[src/design/rmva_pkg.sv]
package rmva_pkg;

    localparam int COUNT_BITS = 32;
    localparam int VAL_W      = 32;
    localparam int SQ_W       = 63;
    localparam int SUM_W      = 64;
    localparam int W_W        = 16;
    localparam int MAG_W      = VAL_W + 1;
    localparam int PROD_W     = 2 * MAG_W;
    localparam int DIV_STEPS  = 64;
    localparam int DIVC_W     = $clog2(DIV_STEPS);

    localparam logic [SQ_W-1:0] SQ_MAX = {SQ_W{1'b1}};
    localparam logic [COUNT_BITS-1:0] COUNT_MAX = {COUNT_BITS{1'b1}};

    typedef enum logic [1:0] {
        FN_ADD   = 2'd0,
        FN_MERGE = 2'd1,
        FN_CLEAR = 2'd2,
        FN_NOP   = 2'd3
    } func_t;

    typedef enum logic [1:0] {
        MS_AD_B  = 2'd0,
        MS_AD_AE = 2'd1,
        MS_XLO   = 2'd2,
        MS_XHI   = 2'd3
    } mul_sel_t;

    typedef struct packed {
        logic     load;
        logic     mul_en;
        mul_sel_t mul_sel;
        logic     lo_en;
        logic     div_load;
        logic     div_step;
        logic     upd;
        logic     satx;
        logic     comb;
        logic     acc;
        logic     out_load;
    } cmd_t;

    typedef struct packed {
        logic arith;
    } status_t;

endpackage

[src/design/rmva_ctrl.sv]
module rmva_ctrl (
    input  logic                aclk,
    input  logic                aresetn,
    input  logic                s_tvalid,
    output logic                s_tready,
    output logic                m_tvalid,
    input  logic                m_tready,
    input  rmva_pkg::status_t   status,
    output rmva_pkg::cmd_t      cmd
);

    typedef enum logic [3:0] {
        ST_IDLE, ST_CHECK, ST_MUL1, ST_DIVLD, ST_DIV, ST_UPD, ST_MUL2,
        ST_SATX, ST_MUL3, ST_MUL4, ST_COMB, ST_ACC, ST_FIN
    } state_t;

    state_t state_reg;
    logic [rmva_pkg::DIVC_W-1:0] divc_reg;
    logic m_tvalid_reg;
    logic slot_free;

    assign slot_free = !m_tvalid_reg || m_tready;
    assign s_tready  = (state_reg == ST_IDLE);
    assign m_tvalid  = m_tvalid_reg;

    always_comb begin
        cmd = '0;
        cmd.mul_sel = rmva_pkg::MS_AD_B;
        case (state_reg)
            ST_IDLE:  cmd.load = s_tvalid;
            ST_MUL1:  begin cmd.mul_en = 1'b1; cmd.mul_sel = rmva_pkg::MS_AD_B; end
            ST_DIVLD: cmd.div_load = 1'b1;
            ST_DIV:   cmd.div_step = 1'b1;
            ST_UPD:   cmd.upd = 1'b1;
            ST_MUL2:  begin cmd.mul_en = 1'b1; cmd.mul_sel = rmva_pkg::MS_AD_AE; end
            ST_SATX:  cmd.satx = 1'b1;
            ST_MUL3:  begin cmd.lo_en = 1'b1; cmd.mul_sel = rmva_pkg::MS_XLO; end
            ST_MUL4:  begin cmd.mul_en = 1'b1; cmd.mul_sel = rmva_pkg::MS_XHI; end
            ST_COMB:  cmd.comb = 1'b1;
            ST_ACC:   cmd.acc = 1'b1;
            ST_FIN:   cmd.out_load = slot_free;
            default:  cmd = '0;
        endcase
    end

    always_ff @(posedge aclk) begin
        if (!aresetn) begin
            state_reg    <= ST_IDLE;
            divc_reg     <= '0;
            m_tvalid_reg <= 1'b0;
        end else begin
            if (state_reg == ST_FIN && slot_free) m_tvalid_reg <= 1'b1;
            else if (m_tready) m_tvalid_reg <= 1'b0;
            case (state_reg)
                ST_IDLE:  if (s_tvalid) state_reg <= ST_CHECK;
                ST_CHECK: state_reg <= status.arith ? ST_MUL1 : ST_FIN;
                ST_MUL1:  state_reg <= ST_DIVLD;
                ST_DIVLD: begin
                    divc_reg  <= '0;
                    state_reg <= ST_DIV;
                end
                ST_DIV: begin
                    divc_reg <= divc_reg + 1'b1;
                    if (divc_reg == rmva_pkg::DIVC_W'(rmva_pkg::DIV_STEPS - 1))
                        state_reg <= ST_UPD;
                end
                ST_UPD:   state_reg <= ST_MUL2;
                ST_MUL2:  state_reg <= ST_SATX;
                ST_SATX:  state_reg <= ST_MUL3;
                ST_MUL3:  state_reg <= ST_MUL4;
                ST_MUL4:  state_reg <= ST_COMB;
                ST_COMB:  state_reg <= ST_ACC;
                ST_ACC:   state_reg <= ST_FIN;
                ST_FIN: begin
                    if (slot_free) state_reg <= ST_IDLE;
                end
                default:  state_reg <= ST_IDLE;
            endcase
        end
    end

endmodule

[config.mk]
export PLATFORM = sky130hd
export DESIGN_NAME = rmva_ctrl
export DESIGN_NICKNAME = d
export VERILOG_FILES = /design/src/design/rmva_pkg.sv /design/src/design/rmva_ctrl.sv
export SDC_FILE = /design/constraint.sdc
export NUM_CORES = 1
export LEC_CHECK = 0
export BUFFER_PORTS_ARGS = -buffer_cell sky130_fd_sc_hd__buf_2
export CAP_MARGIN = 20
export CORE_MARGIN = 2
export CORE_UTILIZATION = 45
export DETAILED_ROUTE_END_ITERATION = 8
export PLACE_DENSITY = 0.78
export SKIP_CTS_REPAIR_TIMING = 1
export SLEW_MARGIN = 5
export SYNTH_ARGS = -nofsm -noshare
export SYNTH_HDL_FRONTEND = slang
export SYNTH_SLANG_ARGS = --single-unit
[constraint.sdc]
create_clock -name aclk -period 2.8 [get_ports aclk]
set_input_delay 0.14 -clock aclk [delete_from_list [all_inputs] [get_ports aclk]]
set_output_delay 0.14 -clock aclk [all_outputs]
set_load 0.1 [all_outputs]
# Word-level counts from Yosys, hierarchy flattened
# Cells that the tools add are included.
[word_totals] output_inout_bits=14 ramBits=0 mem_bits_ro=0 regBits=11 in_bits=5 n_memories=0 latch_bits=0 elab_cells=47
[op_classes] bitwise_logic=0 n_shift=0 addsub=1 order_cmp=0 div=0 mul=0 eq_ne=16 reduce_logical=8 muxes=19
[op_table] cell="$pmux 4 s13" count=1
[op_table] cell="$eq 4x4->1 const B" count=5
[op_table] cell="$eq 4x3->1 const B" count=4
[op_table] cell="$mux 4" count=4
[op_table] cell="$mux 1" count=12
[op_table] cell="$pmux 6 s2" count=1
[op_table] cell="$eq 4x2->1 const B" count=2
[op_table] cell="$add 6x1->6 const B" count=1
[op_table] cell="$eq 6x6->1 const B" count=1
[op_table] cell="$ne 2x2->1 const B" count=3
[op_table] cell="$pmux 2 s3" count=1
[op_table] cell="$eq 4x1->1 const B" count=1
[op_table] cell="$logic_not 4->1" count=1
[op_table] cell="$reduce_bool 2->1" count=2
[op_table] cell="$reduce_and 3->1" count=1
[op_table] cell="$reduce_or 3->1" count=1
[op_table] cell="$logic_and 1x1->1" count=1
[op_table] cell="$logic_not 1->1" count=1
[op_table] cell="$logic_or 1x1->1" count=1

# Depth between registers and ports, before layout
[logic_depth] ltp_word=4 mapped_depth=6 depth_no_buf=4

# Least setup slack after synthesis
# Ideal clock, no wire load.
[synth_path] path_kind="flip-flop to output port" startpoint="register state_reg[2]" endpoint="output port cmd[11] (netlist name)" required_time_ps=2660 path_stages_with_launch=4 path_slack_ps=-1807 arrival_ps=4467 path_cell_list="dfxtp_1 clkbuf_1 nor4_1 and2_1"
[synth_lines] item="from (decl)" line_no="rmva_ctrl.sv:17" text="state_t state_reg;"
[synth_lines] item="from (signal assigned)" line_no="rmva_ctrl.sv:56" text="ST_CHECK: state_reg <= status.arith ? ST_MUL1 : ST_FIN;"
[synth_lines] item="to (decl)" line_no="rmva_ctrl.sv:9" text="output rmva_pkg::cmd_t cmd"

==> results.json <==
{
  "status": "completed",
  "powerDensity_nw_per_um2": 641,
  "die_h_microns": 42.4,
  "cts_tree": "yes",
  "cts_root_buf": "clkbuf_4",
  "worstReg2RegStart": "state_reg[2]$_SDFFE_PN0P_",
  "path_cells": "or4bb_1, inv_1, buf_2",
  "clk_pin_slew_ns": 0.07,
  "syn_nets": 89,
  "diodes": 0,
  "slew_violations": 0,
  "maxCapViolations": 0,
  "dr.pass1.iters": 7,
  "required_ns": 2.66,
  "fmax_mhz": 480,
  "crit_path_max_incr_delay_ns": 0.62,
  "comb_power_share_pct": 40.9,
  "min_period_ns": 2.08,
  "setup_viol": 0,
  "async_reset_ff_share_pct": 0,
  "port_buffers": 18,
  "p_switching_mw": 0.238,
  "die_width_microns": 42.4,
  "min_path_cells": 2,
  "antenna_found_initial": 0,
  "syn2layout_area_growth_pct": 17.4,
  "r2r.worst_path.cells": 3,
  "ys_types": 28,
  "overflow": 0,
  "synth_ff_type": "dfxtp_1",
  "viasPerCell": 5.38,
  "finalNetCount": 107,
  "ff2ff_setup_slack_ns": 1.21,
  "synth.area.top_cells": "dfxtp_1 (33%), nand2b_1 (6.6%), a21oi_1 (5.3%)",
  "setup_tns_ns": 0,
  "hp-start": "aresetn",
  "hold_violations": 0,
  "switching_share_pct": 47.8,
  "final_core_util_pct": 58.3,
  "hold_path.class": "in2reg",
  "internal_power_mw": 0.260,
  "grt.total_usage_pct": 14.9,
  "path_class": "reg2out",
  "num_rows": 13,
  "end_kind": "output port",
  "max-vdd-ir-drop_uv": 367,
  "synth.top_cell.area_share_pct": 33.3,
  "avgSynthCellArea_sq_um": 7.97,
  "initial_core_util_pct": 49.6,
  "worst_pin_slew_ns": 0.486,
  "synth_cells": 83,
  "netlist_area_sq_um": 662,
  "cp_top_family": "simple AND/OR/NAND/NOR gates",
  "ys_seq_area_share_pct": 33.3,
  "critPathBufInv": 2,
  "hpwl_microns": 994,
  "fillers": 126,
  "drive_gt1_share_pct": 27.0,
  "pwr-share-seq_pct": 38.0,
  "setup_slack_ns": 0.718,
  "cts_buffers": 3,
  "period_share_pct": 74.4,
  "slowest_stage": "or4bb_1",
  "maxSlewHeadroom_pct": 67.8,
  "p_leak_nw": 0.349,
  "clock_latency_ns": 0.27,
  "holdPathEnd": "m_tvalid$_SDFFE_PN0P_",
  "grt_pass1_wl_microns": 2050,
  "pwr-share-clk_pct": 21.2,
  "grt_pass1_vias": 486,
  "vias": 619,
  "drt-total-wl_microns": 1300,
  "rsz0062_at_grt": "false",
  "largest_reg_flops": 6,
  "cp.arrival_ns": 1.94,
  "cts.sinks": 11,
  "wire_per_inst_microns": 11.3,
  "reg2reg_to": "divc_reg[3]$_SDFFE_PN0P_",
  "synth_edf_count": 0,
  "io_pins": 19,
  "startpoint_type": "flop",
  "core_area_sq_um": 1330,
  "grt_max_degree": 16,
  "dr.first_iter.drc_count": 8,
  "finalClockSkew_ns": 0.00359,
  "h-tree-depth": 1,
  "die-area_sq_um": 1790,
  "synth.most_common_cell": "dfxtp_1",
  "ys_warn_count": 0,
  "dp_slack_ns": 1.02,
  "clockBufferDepth": 2,
  "gp_congestion": 0.816,
  "synth-seq-cells": 11,
  "synth_top_cell_by_area": "dfxtp_1",
  "ant_nets": 0,
  "synth_commonest_cells": "dfxtp_1 (11), a21oi_1 (7), nand2b_1 (7), nor2_1 (7), nand2_1 (6)",
  "cp_max_fo": 13,
  "drc": 0
}
cells in the final DEF (no fill, tap or decap), drive strengths merged:
cell type | netlist | layout
a211oi | 1 | 1
a21oi | 7 | 7
a311oi | 2 | 2
a31oi | 1 | 1
and2 | 2 | 2
and3 | 2 | 2
buf | 2 | 18
clkbuf | 3 | 3
clkinv | 1 | 2
dfxtp | 11 | 11
ha | 1 | 1
inv | 3 | 3
mux2i | 1 | 1
nand2 | 6 | 6
nand2b | 7 | 7
nand3 | 3 | 3
nand3b | 1 | 1
nand4 | 1 | 1
nor2 | 7 | 7
nor2b | 2 | 2
nor3 | 5 | 5
nor4 | 3 | 3
nor4b | 1 | 1
o21a | 3 | 3
o21ai | 3 | 3
o22ai | 2 | 2
or4b | 1 | 1
or4bb | 1 | 1
power groups by stage:
stage,sequential (mW),combinational (mW),clock [mW]
floorplan,0.176,0.198,0
global placement,0.191,0.203,0
detailed placement,0.192,0.203,0
CTS,0.189,0.204,0.110
global route,0.192,0.213,0.116
finish,0.189,0.204,0.105
through the flow:
step | std cells | power [mW] | cell area (sq um) | hold slack, ns
final | 115 | 0.498 | 777 | 0.139
after global routing | 115 | 0.521 | 777 | 0.141
after CTS | 115 | 0.502 | 777 | 0.133
after detailed placement | 111 | 0.395 | 749 | 0.421
after global placement | 111 | 0.394 | 749 | 0.429
after floorplan | 83 | 0.374 | 674 | 0.258
layer usage:
metal	vias to the layer above	GRT usage, %	wire length, microns
li1	333	-	-
met2	18	19.1	544
met4	0	3.75	8
met1	266	22.2	666
met5	-	0	0
met3	2	6.47	77
worst max path at each step:
stage,to,depth (start not counted),startpoint,slack [ns]
floorplan,cmd[11],3,state_reg[2]$_SDFFE_PN0P_,-0.53
global placement,cmd[6],3,state_reg[0]$_SDFFE_PN0P_,1.04
detailed placement,cmd[6],3,state_reg[0]$_SDFFE_PN0P_,1.02
CTS,cmd[6],3,state_reg[0]$_SDFFE_PN0P_,0.71
global route,cmd[6],3,state_reg[0]$_SDFFE_PN0P_,0.61
finish,cmd[6],3,state_reg[0]$_SDFFE_PN0P_,0.72
cell families (layout without fill, tap and decap cells):
logic type,after synthesis,in the layout,synth area share (%)
buffers and inverters,9,26,9.26
and+or+nand+nor,42,42,35.7
DFF,11,11,33.3
muxes,1,1,1.51
AOI/OAI and AO/OA,19,19,18.3
adders and majority gates,1,1,1.89
layout make-up:
| cell class | instances | area (sq um) | share of cell area [%] |
|---|---|---|---|
| repair buffers | 18 | 90.1 | 11.6 |
| flip-flops and latches | 11 | 220 | 28.3 |
| inverters | 4 | 27.5 | 3.54 |
| clock inverters | 1 | 5.00 | 0.644 |
| clock buffers | 3 | 22.5 | 2.90 |
| multi-input cells | 63 | 393 | 50.6 |
| well taps | 15 | 18.8 | 2.42 |
worst reg2reg max path: stages (launching register included):
cell and delay (ns):
dfxtp_1 0.52, or4b_4 0.59, o21a_1 0.22, a211oi_2 0.20
(Power assumes the default switching activity.)
